**config.mk**
```make
export PLATFORM = sky130hd
export DESIGN_NAME = line_pixel_stepper
export DESIGN_NICKNAME = d
export VERILOG_FILES = /design/src/lps_pkg.sv /design/src/line_pixel_stepper.sv /design/src/lps_queue.sv /design/src/lps_front.sv /design/src/lps_back.sv /design/src/lps_emit.sv
export VERILOG_INCLUDE_DIRS = /design/src /design/src/src
export SDC_FILE = /design/constraint.sdc
export NUM_CORES = 1
export LEC_CHECK = 0
export BUFFER_PORTS_ARGS = -buffer_cell sky130_fd_sc_hd__buf_2
export CAP_MARGIN = 10
export CORE_UTILIZATION = 50
export CTS_CLUSTER_SIZE = 40
export DETAILED_ROUTE_END_ITERATION = 12
export GPL_TIMING_DRIVEN = 1
export PLACE_DENSITY = 0.71
export SLEW_MARGIN = 20
export SYNTH_ARGS = -nofsm -noshare
export SYNTH_HDL_FRONTEND = slang
export SYNTH_HIERARCHICAL = 1
export SYNTH_SLANG_ARGS = --single-unit
```
**constraint.sdc**
```tcl
create_clock -name clk -period 7.5 [get_ports clk]
set_clock_uncertainty 0.2 [all_clocks]
set_input_delay 0.75 -clock clk [delete_from_list [all_inputs] [get_ports clk]]
set_output_delay 0.75 -clock clk [all_outputs]
set_load 0.03 [all_outputs]
```
**src/line_pixel_stepper_assert.svh**
```systemverilog
// Assertion macros used by the line stepper top level.
`ifndef LINE_PIXEL_STEPPER_ASSERT_SVH
`define LINE_PIXEL_STEPPER_ASSERT_SVH

// Same-cycle implication, sampled on clk, off while rst_n is low.
`define LPS_ASSERT_IMP(lbl, ante, cons) \
  lbl: assert property (@(posedge clk) disable iff (!rst_n) (ante) |-> (cons)) \
    else $error("line_pixel_stepper: same-cycle check failed");

// Next-cycle implication, sampled on clk, off while rst_n is low.
`define LPS_ASSERT_NXT(lbl, ante, cons) \
  lbl: assert property (@(posedge clk) disable iff (!rst_n) (ante) |=> (cons)) \
    else $error("line_pixel_stepper: next-cycle check failed");

`endif

```
**src/lps_pkg.sv**
```systemverilog
// Shared constants and codes of the line pixel stepper.
package lps_pkg;

  localparam int LPS_COORD_BITS  = 12;
  localparam int LPS_REG_W       = 12;
  localparam int LPS_ADDR_W      = 22;
  localparam int LPS_CFG_IDX_W   = 1;
  localparam int LPS_QUEUE_DEPTH = 4;

  // Configuration register indexes
  localparam logic [LPS_CFG_IDX_W-1:0] LPS_REG_FRAME_WIDTH  = 1'b0;
  localparam logic [LPS_CFG_IDX_W-1:0] LPS_REG_FRAME_HEIGHT = 1'b1;

  localparam logic [LPS_REG_W-1:0] LPS_FRAME_WIDTH_RST  = 12'd640;
  localparam logic [LPS_REG_W-1:0] LPS_FRAME_HEIGHT_RST = 12'd480;

  // Input command codes
  localparam logic LPS_CMD_START = 1'b0;
  localparam logic LPS_CMD_STEP  = 1'b1;

endpackage

```
**src/line_pixel_stepper.sv**
```systemverilog
// Top level of the Bresenham line rasterizer with frame clipping.
//
// Line pixel stepper. A start command (in_tuser = 0) carries two endpoints and
// yields the first pixel of the line, taken from the end with the lower
// major-axis coordinate; each step command (in_tuser = 1) yields the next
// pixel. Every command gives exactly one result. A result carries x, y, a
// visible flag (0 <= x < frame_width and 0 <= y < frame_height), the linear
// address y*frame_width+x (zero when clipped, wraps to 22 bits) and tlast on
// the final pixel. A step with no line running returns an all-zero result.
// A start in the middle of a line drops the old one. Throughput is one
// command per clock while out_tready stays high, set by the error update in
// the stepper; an input transfer reaches the output through the setup
// register, queue, stepper stage and address multiply-add register. The queue
// lets setup continue for up to QUEUE_DEPTH commands while the output is stalled.
// Frame registers may only be written while the block is idle.
module line_pixel_stepper #(
  parameter int COORD_BITS  = lps_pkg::LPS_COORD_BITS,
  parameter int QUEUE_DEPTH = lps_pkg::LPS_QUEUE_DEPTH
) (
  input  logic clk,
  input  logic rst_n,
  // command channel
  input  logic                               in_tvalid,
  output logic                               in_tready,
  // in_tdata, LSB up: start_x, start_y, end_x, end_y, zero pad
  input  logic [((4*COORD_BITS+7)/8)*8-1:0]  in_tdata,
  // in_tuser: cmd
  input  logic                               in_tuser,
  // pixel channel
  output logic                               out_tvalid,
  input  logic                               out_tready,
  // out_tdata, LSB up: pixel_x, pixel_y, frame_address, zero pad
  output logic [((2*COORD_BITS+lps_pkg::LPS_ADDR_W+7)/8)*8-1:0] out_tdata,
  // out_tuser, LSB up: pixel_valid, visible
  output logic [1:0]                         out_tuser,
  output logic                               out_tlast,
  // frame register writes
  input  logic                               cfg_we,
  input  logic [lps_pkg::LPS_CFG_IDX_W-1:0]  cfg_index,
  input  logic [lps_pkg::LPS_REG_W-1:0]      cfg_wdata
);

  `include "line_pixel_stepper_assert.svh"

  localparam int CB  = COORD_BITS;
  localparam int EW  = CB + 3;
  localparam int AW  = lps_pkg::LPS_ADDR_W;
  localparam int TDW = ((2*CB+AW+7)/8)*8;
  localparam int OUT_PV_BIT  = 0;
  localparam int OUT_VIS_BIT = 1;

  // set-up line for the stepper
  typedef struct packed {
    logic                 is_start;
    logic signed [CB-1:0] x;
    logic signed [CB-1:0] y;
    logic signed [CB-1:0] major_end;
    logic signed [EW-1:0] err;
    logic signed [EW-1:0] minor_inc;
    logic signed [EW-1:0] both_inc;
    logic                 steep;
    logic                 dir_up;
    logic                 active;
  } lps_cmd_t;

  // stepped pixel before clipping
  typedef struct packed {
    logic                 on;
    logic signed [CB-1:0] x;
    logic signed [CB-1:0] y;
    logic                 last;
  } lps_pix_t;

  logic [lps_pkg::LPS_REG_W-1:0] frame_width_r, frame_width_nxt;
  logic [lps_pkg::LPS_REG_W-1:0] frame_height_r, frame_height_nxt;

  logic     f_vld, f_rdy;
  lps_cmd_t f_data;
  logic     q_vld, q_rdy;
  lps_cmd_t q_data;
  logic     pix_vld, pix_rdy;
  lps_pix_t pix_data;

  logic          o_on, o_vis;
  logic [CB-1:0] o_x, o_y;
  logic [AW-1:0] o_addr;
  logic          o_last_w;

  // frame registers
  always_comb begin
    frame_width_nxt  = frame_width_r;
    frame_height_nxt = frame_height_r;
    if (cfg_we) begin
      unique case (cfg_index)
        lps_pkg::LPS_REG_FRAME_WIDTH:  frame_width_nxt  = cfg_wdata;
        lps_pkg::LPS_REG_FRAME_HEIGHT: frame_height_nxt = cfg_wdata;
        default: ;
      endcase
    end
  end

  always_ff @(posedge clk) begin
    if (!rst_n) begin
      frame_width_r  <= lps_pkg::LPS_FRAME_WIDTH_RST;
      frame_height_r <= lps_pkg::LPS_FRAME_HEIGHT_RST;
    end else begin
      frame_width_r  <= frame_width_nxt;
      frame_height_r <= frame_height_nxt;
    end
  end

  // setup: deltas, major axis, initial error
  lps_front #(
    .COORD_BITS (COORD_BITS),
    .cmd_t      (lps_cmd_t)
  ) u_front (
    .clk      (clk),
    .rst_n    (rst_n),
    .in_vld   (in_tvalid),
    .in_rdy   (in_tready),
    .in_cmd   (in_tuser),
    .in_x1    (in_tdata[CB-1:0]),
    .in_y1    (in_tdata[2*CB-1:CB]),
    .in_x2    (in_tdata[3*CB-1:2*CB]),
    .in_y2    (in_tdata[4*CB-1:3*CB]),
    .cmd_vld  (f_vld),
    .cmd_rdy  (f_rdy),
    .cmd_data (f_data)
  );

  // decouples setup from the stepper and output
  lps_queue #(
    .entry_t (lps_cmd_t),
    .DEPTH   (QUEUE_DEPTH)
  ) u_queue (
    .clk       (clk),
    .rst_n     (rst_n),
    .push_vld  (f_vld),
    .push_rdy  (f_rdy),
    .push_data (f_data),
    .pop_vld   (q_vld),
    .pop_rdy   (q_rdy),
    .pop_data  (q_data)
  );

  // line state and per-pixel error update
  lps_back #(
    .COORD_BITS (COORD_BITS),
    .cmd_t      (lps_cmd_t),
    .pix_t      (lps_pix_t)
  ) u_back (
    .clk      (clk),
    .rst_n    (rst_n),
    .cmd_vld  (q_vld),
    .cmd_rdy  (q_rdy),
    .cmd_data (q_data),
    .pix_vld  (pix_vld),
    .pix_rdy  (pix_rdy),
    .pix_data (pix_data)
  );

  // clip, address and output register
  lps_emit #(
    .COORD_BITS (COORD_BITS),
    .pix_t      (lps_pix_t)
  ) u_emit (
    .clk          (clk),
    .rst_n        (rst_n),
    .pix_vld      (pix_vld),
    .pix_rdy      (pix_rdy),
    .pix_data     (pix_data),
    .frame_width  (frame_width_r),
    .frame_height (frame_height_r),
    .out_vld      (out_tvalid),
    .out_rdy      (out_tready),
    .out_on       (o_on),
    .out_x        (o_x),
    .out_y        (o_y),
    .out_vis      (o_vis),
    .out_addr     (o_addr),
    .out_last     (o_last_w)
  );

  assign out_tdata = TDW'({o_addr, o_y, o_x});
  assign out_tuser = {o_vis, o_on};
  assign out_tlast = o_last_w;

  // a visible pixel is always a real one
  `LPS_ASSERT_IMP(a_vis_is_pixel, out_tvalid && out_tuser[OUT_VIS_BIT], out_tuser[OUT_PV_BIT])
  // a visible pixel never has a negative coordinate
  `LPS_ASSERT_IMP(a_vis_nonneg, out_tvalid && out_tuser[OUT_VIS_BIT], !o_x[CB-1] && !o_y[CB-1])
  // an empty result carries nothing
  `LPS_ASSERT_IMP(a_empty_zero, out_tvalid && !out_tuser[OUT_PV_BIT], (out_tdata == '0) && !out_tlast)
  // each transfer out of the queue lands in the stepper stage
  `LPS_ASSERT_NXT(a_pop_fills_stage, q_vld && q_rdy, pix_vld)

endmodule

```
**src/lps_queue.sv**
```systemverilog
// Small flop-based FIFO between the classifier front and the stepper back.
module lps_queue #(
  parameter type entry_t = logic,
  parameter int  DEPTH   = lps_pkg::LPS_QUEUE_DEPTH
) (
  input  logic   clk,
  input  logic   rst_n,
  input  logic   push_vld,
  output logic   push_rdy,
  input  entry_t push_data,
  output logic   pop_vld,
  input  logic   pop_rdy,
  output entry_t pop_data
);

  localparam int PW = (DEPTH > 1) ? $clog2(DEPTH) : 1;
  localparam int CW = $clog2(DEPTH + 1);
  localparam logic [PW-1:0] LAST_PTR = PW'(DEPTH - 1);

  entry_t        mem_r [DEPTH];
  logic [PW-1:0] wr_ptr_r, wr_ptr_nxt;
  logic [PW-1:0] rd_ptr_r, rd_ptr_nxt;
  logic [CW-1:0] count_r, count_nxt;
  logic          do_push, do_pop;

  assign push_rdy = (count_r != CW'(DEPTH));
  assign pop_vld  = (count_r != '0);
  assign pop_data = mem_r[rd_ptr_r];
  assign do_push  = push_vld && push_rdy;
  assign do_pop   = pop_vld && pop_rdy;

  always_comb begin
    wr_ptr_nxt = wr_ptr_r;
    rd_ptr_nxt = rd_ptr_r;
    count_nxt  = count_r;
    if (do_push) begin
      wr_ptr_nxt = (wr_ptr_r == LAST_PTR) ? '0 : wr_ptr_r + PW'(1);
    end
    if (do_pop) begin
      rd_ptr_nxt = (rd_ptr_r == LAST_PTR) ? '0 : rd_ptr_r + PW'(1);
    end
    if (do_push && !do_pop) begin
      count_nxt = count_r + CW'(1);
    end else if (!do_push && do_pop) begin
      count_nxt = count_r - CW'(1);
    end
  end

  always_ff @(posedge clk) begin
    if (!rst_n) begin
      wr_ptr_r <= '0;
      rd_ptr_r <= '0;
      count_r  <= '0;
    end else begin
      wr_ptr_r <= wr_ptr_nxt;
      rd_ptr_r <= rd_ptr_nxt;
      count_r  <= count_nxt;
    end
  end

  always_ff @(posedge clk) begin
    if (do_push) begin
      mem_r[wr_ptr_r] <= push_data;
    end
  end

endmodule

```
**src/lps_front.sv**
```systemverilog
// Front end: accepts commands, takes endpoint deltas and sets up the line walk.
module lps_front #(
  parameter int  COORD_BITS = lps_pkg::LPS_COORD_BITS,
  parameter type cmd_t      = logic
) (
  input  logic                  clk,
  input  logic                  rst_n,
  input  logic                  in_vld,
  output logic                  in_rdy,
  input  logic                  in_cmd,
  input  logic [COORD_BITS-1:0] in_x1,
  input  logic [COORD_BITS-1:0] in_y1,
  input  logic [COORD_BITS-1:0] in_x2,
  input  logic [COORD_BITS-1:0] in_y2,
  output logic                  cmd_vld,
  input  logic                  cmd_rdy,
  output cmd_t                  cmd_data
);

  localparam int CB = COORD_BITS;
  localparam int DW = CB + 1;
  localparam int EW = CB + 3;

  logic                 v1_r, v1_nxt;
  logic                 st1_r;
  logic signed [CB-1:0] x1_r, y1_r, x2_r, y2_r;
  logic signed [DW-1:0] dx_r, dy_r;
  logic signed [CB-1:0] sx1, sy1, sx2, sy2;
  logic                 in_fire;

  // classification
  logic [DW-1:0]        ax, ay;
  logic signed [EW-1:0] e_min, e_maj;
  logic                 steep, first_is_start, dir_up;

  assign sx1 = $signed(in_x1);
  assign sy1 = $signed(in_y1);
  assign sx2 = $signed(in_x2);
  assign sy2 = $signed(in_y2);

  assign in_rdy  = !v1_r || cmd_rdy;
  assign in_fire = in_vld && in_rdy;
  assign cmd_vld = v1_r;

  always_comb begin
    v1_nxt = v1_r;
    if (in_fire) begin
      v1_nxt = 1'b1;
    end else if (cmd_rdy) begin
      v1_nxt = 1'b0;
    end
  end

  always_ff @(posedge clk) begin
    if (!rst_n) begin
      v1_r <= 1'b0;
    end else begin
      v1_r <= v1_nxt;
    end
  end

  always_ff @(posedge clk) begin
    if (in_fire) begin
      st1_r <= (in_cmd == lps_pkg::LPS_CMD_START);
      x1_r  <= sx1;
      y1_r  <= sy1;
      x2_r  <= sx2;
      y2_r  <= sy2;
      dx_r  <= DW'(sx2) - DW'(sx1);
      dy_r  <= DW'(sy2) - DW'(sy1);
    end
  end

  always_comb begin
    ax     = dx_r[DW-1] ? DW'(-dx_r) : DW'(dx_r);
    ay     = dy_r[DW-1] ? DW'(-dy_r) : DW'(dy_r);
    steep  = (ay > ax);
    dir_up = (dx_r[DW-1] && dy_r[DW-1]) ||
             (!dx_r[DW-1] && (dx_r != '0) && !dy_r[DW-1] && (dy_r != '0));
    e_min  = steep ? $signed(EW'(ax)) : $signed(EW'(ay));
    e_maj  = steep ? $signed(EW'(ay)) : $signed(EW'(ax));
    first_is_start = steep ? !dy_r[DW-1] : !dx_r[DW-1];

    cmd_data           = '0;
    cmd_data.is_start  = st1_r;
    cmd_data.steep     = steep;
    cmd_data.dir_up    = dir_up;
    cmd_data.err       = (e_min <<< 1) - e_maj;
    cmd_data.minor_inc = e_min <<< 1;
    cmd_data.both_inc  = (e_min - e_maj) <<< 1;
    cmd_data.x         = first_is_start ? x1_r : x2_r;
    cmd_data.y         = first_is_start ? y1_r : y2_r;
    if (steep) begin
      cmd_data.major_end = first_is_start ? y2_r : y1_r;
    end else begin
      cmd_data.major_end = first_is_start ? x2_r : x1_r;
    end
    // walk starts at the lower major end, so it runs on iff the major delta is nonzero
    cmd_data.active = steep ? (dy_r != '0) : (dx_r != '0);
  end

endmodule

```
**src/lps_back.sv**
```systemverilog
// Back end: holds the line state and advances one pixel per step command.
module lps_back #(
  parameter int  COORD_BITS = lps_pkg::LPS_COORD_BITS,
  parameter type cmd_t      = logic,
  parameter type pix_t      = logic
) (
  input  logic clk,
  input  logic rst_n,
  input  logic cmd_vld,
  output logic cmd_rdy,
  input  cmd_t cmd_data,
  output logic pix_vld,
  input  logic pix_rdy,
  output pix_t pix_data
);

  localparam int CB = COORD_BITS;
  localparam int EW = CB + 3;

  logic signed [CB-1:0] cur_x_r, cur_x_nxt;
  logic signed [CB-1:0] cur_y_r, cur_y_nxt;
  logic signed [CB-1:0] major_end_r, major_end_nxt;
  logic signed [EW-1:0] err_r, err_nxt;
  logic signed [EW-1:0] minor_inc_r, minor_inc_nxt;
  logic signed [EW-1:0] both_inc_r, both_inc_nxt;
  logic                 steep_r, steep_nxt;
  logic                 dir_up_r, dir_up_nxt;
  logic                 active_r, active_nxt;
  logic                 pv_r, pv_nxt;
  pix_t                 pix_r, pix_nxt;

  logic                 pop;
  logic signed [CB-1:0] x_n, y_n, mstep;
  logic signed [EW-1:0] err_n;
  logic                 hold, act_n;

  assign cmd_rdy  = !pv_r || pix_rdy;
  assign pop      = cmd_vld && cmd_rdy;
  assign pix_vld  = pv_r;
  assign pix_data = pix_r;

  // one Bresenham step from the current state
  always_comb begin
    mstep = dir_up_r ? CB'(1) : '1;
    x_n   = cur_x_r;
    y_n   = cur_y_r;
    if (!steep_r) begin
      x_n   = cur_x_r + CB'(1);
      hold  = err_r[EW-1];
      if (!hold) begin
        y_n = cur_y_r + mstep;
      end
      act_n = (x_n < major_end_r);
    end else begin
      y_n   = cur_y_r + CB'(1);
      hold  = err_r[EW-1] || (err_r == '0);
      if (!hold) begin
        x_n = cur_x_r + mstep;
      end
      act_n = (y_n < major_end_r);
    end
    err_n = hold ? err_r + minor_inc_r : err_r + both_inc_r;
  end

  always_comb begin
    cur_x_nxt     = cur_x_r;
    cur_y_nxt     = cur_y_r;
    major_end_nxt = major_end_r;
    err_nxt       = err_r;
    minor_inc_nxt = minor_inc_r;
    both_inc_nxt  = both_inc_r;
    steep_nxt     = steep_r;
    dir_up_nxt    = dir_up_r;
    active_nxt    = active_r;
    pix_nxt       = pix_r;
    pv_nxt        = pv_r;
    if (pop) begin
      pv_nxt = 1'b1;
      if (cmd_data.is_start) begin
        cur_x_nxt     = cmd_data.x;
        cur_y_nxt     = cmd_data.y;
        major_end_nxt = cmd_data.major_end;
        err_nxt       = cmd_data.err;
        minor_inc_nxt = cmd_data.minor_inc;
        both_inc_nxt  = cmd_data.both_inc;
        steep_nxt     = cmd_data.steep;
        dir_up_nxt    = cmd_data.dir_up;
        active_nxt    = cmd_data.active;
        pix_nxt.on    = 1'b1;
        pix_nxt.x     = cmd_data.x;
        pix_nxt.y     = cmd_data.y;
        pix_nxt.last  = !cmd_data.active;
      end else if (active_r) begin
        cur_x_nxt    = x_n;
        cur_y_nxt    = y_n;
        err_nxt      = err_n;
        active_nxt   = act_n;
        pix_nxt.on   = 1'b1;
        pix_nxt.x    = x_n;
        pix_nxt.y    = y_n;
        pix_nxt.last = !act_n;
      end else begin
        // step with no line running: empty result
        pix_nxt = '0;
      end
    end else if (pix_rdy) begin
      pv_nxt = 1'b0;
    end
  end

  always_ff @(posedge clk) begin
    if (!rst_n) begin
      active_r <= 1'b0;
      steep_r  <= 1'b0;
      dir_up_r <= 1'b0;
      pv_r     <= 1'b0;
    end else begin
      active_r <= active_nxt;
      steep_r  <= steep_nxt;
      dir_up_r <= dir_up_nxt;
      pv_r     <= pv_nxt;
    end
  end

  always_ff @(posedge clk) begin
    cur_x_r     <= cur_x_nxt;
    cur_y_r     <= cur_y_nxt;
    major_end_r <= major_end_nxt;
    err_r       <= err_nxt;
    minor_inc_r <= minor_inc_nxt;
    both_inc_r  <= both_inc_nxt;
    pix_r       <= pix_nxt;
  end

endmodule

```
**src/lps_emit.sv**
```systemverilog
// Output stage: clip test, frame address multiply-add and the result register.
module lps_emit #(
  parameter int  COORD_BITS = lps_pkg::LPS_COORD_BITS,
  parameter type pix_t      = logic
) (
  input  logic                          clk,
  input  logic                          rst_n,
  input  logic                          pix_vld,
  output logic                          pix_rdy,
  input  pix_t                          pix_data,
  input  logic [lps_pkg::LPS_REG_W-1:0] frame_width,
  input  logic [lps_pkg::LPS_REG_W-1:0] frame_height,
  output logic                          out_vld,
  input  logic                          out_rdy,
  output logic                          out_on,
  output logic [COORD_BITS-1:0]         out_x,
  output logic [COORD_BITS-1:0]         out_y,
  output logic                          out_vis,
  output logic [lps_pkg::LPS_ADDR_W-1:0] out_addr,
  output logic                          out_last
);

  localparam int CB = COORD_BITS;
  localparam int RW = lps_pkg::LPS_REG_W;
  localparam int AW = lps_pkg::LPS_ADDR_W;
  localparam int MW = (CB > RW) ? CB : RW;
  localparam int PW = (CB + RW + 1 > AW) ? CB + RW + 1 : AW;

  logic          ov_r, ov_nxt;
  logic          on_r, vis_r, last_r;
  logic [CB-1:0] x_r, y_r;
  logic [AW-1:0] addr_r;
  logic          vis;
  logic [PW-1:0] addr_full;

  assign pix_rdy = !ov_r || out_rdy;

  always_comb begin
    vis = pix_data.on && !pix_data.x[CB-1] && !pix_data.y[CB-1] &&
          (MW'(pix_data.x) < MW'(frame_width)) &&
          (MW'(pix_data.y) < MW'(frame_height));
    addr_full = PW'(pix_data.y) * PW'(frame_width) + PW'(pix_data.x);
  end

  always_comb begin
    ov_nxt = ov_r;
    if (pix_vld && pix_rdy) begin
      ov_nxt = 1'b1;
    end else if (out_rdy) begin
      ov_nxt = 1'b0;
    end
  end

  always_ff @(posedge clk) begin
    if (!rst_n) begin
      ov_r <= 1'b0;
    end else begin
      ov_r <= ov_nxt;
    end
  end

  always_ff @(posedge clk) begin
    if (pix_vld && pix_rdy) begin
      on_r   <= pix_data.on;
      x_r    <= pix_data.x;
      y_r    <= pix_data.y;
      last_r <= pix_data.last;
      vis_r  <= vis;
      addr_r <= vis ? addr_full[AW-1:0] : '0;
    end
  end

  assign out_vld  = ov_r;
  assign out_on   = on_r;
  assign out_x    = x_r;
  assign out_y    = y_r;
  assign out_vis  = vis_r;
  assign out_addr = addr_r;
  assign out_last = last_r;

endmodule
```
==> results.toml <==
[setup_path]
max_stage_delay_ns = 0.60
critPathArrivalTime_ns = 7.20
path_class = "register to register"
cp_common_cell = "a21oi_1"
rr_startpoint = "u_front/dy_r[5]"
r2r_cells = 24
slowest_stage = "or4_1"
cp_cell_sequence = "or4_1 -> or4_1 -> or2_2 -> nor3_1 -> nand2_1 -> inv_1 -> ha_1 -> nand2_2 -> or4_4 -> a31o_4 -> a21o_4 -> inv_4 -> nor2_1 -> a21oi_1 -> ha_1 -> a21o_1 -> a21oi_1 -> o21bai_1 -> a21oi_1 -> o21bai_1 -> a21oi_1 -> o21ai_0 -> o31ai_1 -> xnor2_1"
worstSetupEndpointType = "register"
path_max_fanout = 19
worst_setup_path_start_kind = "register"
startpoint = "u_front/dy_r[5]"
critical_path_required_ns = 7.63

[clock_network]
clock-sinks = 610
clock_path_buffers = 3
cts_tree = "yes"
cts_resized = 0
cts_buffers = 69
cts_hold_buf = 0
post-cts-setup-buffers = 0
clock-root-buffer = "clkbuf_16"
clock_latency_ns = 0.62
clk_pin_slew_ns = 0.06
htreeDepth = 3

[logic_synthesis]
synth_ff_type = "edfxtp_1"
synth_edf_count = 571
synth_top_family_by_area = "adder cells"
netlist_area_mm2 = 0.0348
async_flop_share_pct = 0
synth_top_area_cell = "edfxtp_1"
yosys.area_share.simple_pct = 9.63
synth_compound_area_share_pct = 8.54
seq_area_frac_synth_pct = 51.5
synth_cells = 2699
syn_area_per_cell_um2 = 12.9
synth_xor_area_share_pct = 2.67
synth_adder_area_share_pct = 14.9
synth.distinct_cells = 104
netlist.area_leader.share_pct = 49.2
synth.area.top_cells = "edfxtp_1, ha_1, fa_1"
ys_seq_elements = 610
yosysWarnings = 6
muxShareOfSynthArea_pct = 8.39

[detailed_routing]
drc = 0
drt_iter0_drc = 1819
wire_per_inst_um = 21.2
vias = 21900
via_per_inst = 5.77
firstDrtPassIters = 5
wl_um = 80500
detail-route-antenna-nets = 0

[timing]
finalCriticalPeriod_ns = 7.07
max-slew-margin-rel_pct = 29.6
fmax_mhz = 142
worst_slew_pin_slew_ns = 1.06
slew_violations = 0
finalHoldViolations = 0
finalSetupViolCount = 0
timing.final.crit_share_pct = 94.2
worst_slack_ns = 0.434
setup-tns-final_ns = 0
rsz0062_at_grt = "false"

[floorplan]
fp.coreArea_mm2 = 0.0687
ios = 120
die_x_um = 266
dieArea_mm2 = 0.0707
num_rows = 96
die_h_um = 266
start_util_pct = 50.7

[layout]
antennaDiodeCount = 0
fin_area_mm2 = 0.0386
layout_common_cells = "edfxtp_1, inv_1, nand2_1"
nFillCells = 5510
final_util_pct = 56.2
final_net_count = 3213
mostFrequentLayoutCell = "edfxtp_1"
synthToLayoutAreaGrowth_pct = 10.8
drive_above_1_share_pct = 15.3

[grt]
grt_max_degree = 76
grt_pass1_vias = 22600
antenna_found_initial = 0
grt_usage_pct = 23.1
grt_overflow = 0
grt_pass1_wl_um = 126000

[flow_run]
maxCapViolations = 0

[place]
placed_area_mm2 = 0.0362
gp_congestion = 0.893
portBuffers = 117
place_hpwl_um = 57500
pre_cts_ws_ns = 0.421

[run_status]
outcome = "complete, no violations"

[worst_hold_path]
worstHoldPathType = "input pin to register"
min_path_cells = 1
min_from = "in_tdata[11]"
[cell type report]
class	count	area [um2]	area share, %
Sequential cell	610	17900	46.5
Inverter	252	948	2.46
Multi-Input combinational cell	1732	15400	39.9
Clock inverter	42	557	1.44
Clock buffer	80	1790	4.64
Timing Repair Buffer	143	781	2.02
Tap cell	931	1160	3.02
[cell families (layout without fill, tap and decap cells)]
| group | count (synthesis) | after routing |
|---|---|---|
| other cells | 2 | 5 |
| compound gates | 442 | 442 |
| fa+ha+maj | 338 | 338 |
| simple gates | 662 | 662 |
| xor+xnor | 106 | 106 |
| flops | 610 | 610 |
| buf+inv | 360 | 517 |
| mux | 179 | 179 |
[synth_stat cells (all sizes together), types with 29 or more instances]
cell type	count
inv	251
a21oi	88
mux2	46
mux4	85
o21ai	133
xnor2	66
fa	127
a211oi	29
xor2	40
clkbuf	46
nor2	113
edfxtp	571
and2	90
nand2	234
dfxtp	39
buf	62
nor2b	32
ha	211
nand3	44
mux2i	48
a21o	32
[routing by layer]
metal  vias to the layer above  track usage (%)  wire length, um
li1                      10000                -                -
met2                       758             39.8            39900
met1                     10900             29.6            33400
met3                       162             3.48             4580
met4                         0             8.05             2650
met5                         -                0                0
[state kept, by name, summed over array words and instances, names as in the netlist, 3 cells and up, named ones only]
register,count
frame_height_r,12
frame_width_r,12
u_back/both_inc_r,15
u_back/cur_x_r,12
u_back/cur_y_r,12
u_back/err_r,15
u_back/major_end_r,12
u_back/minor_inc_r,15
u_back/pix_data,26
u_emit/out_addr,22
u_emit/out_x,12
u_emit/out_y,12
u_front/dx_r,13
u_front/dy_r,13
u_front/x1_r,12
u_front/x2_r,12
u_front/y1_r,12
u_front/y2_r,12
u_queue/count_r,3
u_queue/mem_r,340
[worst max-delay path: cells and delay by family, from the launching register on]
kind	cells	cell delay, ns
simple gates	8	2.53
compound gates	11	2.52
fa+ha+maj	2	0.60
flops	1	0.43
buf+inv	2	0.33
xor+xnor	1	0.18
[final timing paths]
check	to	slack (ns)
max	u_queue/mem_r[1][45]	0.43
min	u_front/x1_r[11]	0.13
max reg2reg	u_queue/mem_r[1][45]	0.43
min reg2reg	frame_height_r[9]	0.25
[per-stage QoR]
stage / hold slack, ns / cells
after floorplan: 0.200 / 2702
after global placement: 0.206 / 3668
after detailed placement: 0.206 / 3668
after CTS: 0.0965 / 3790
after global routing: 0.101 / 3790
final: 0.125 / 3790
Power is left out: the tool's default activity adds up to more than one toggle a clock period on the data nets, which glitch-free logic cannot reach.
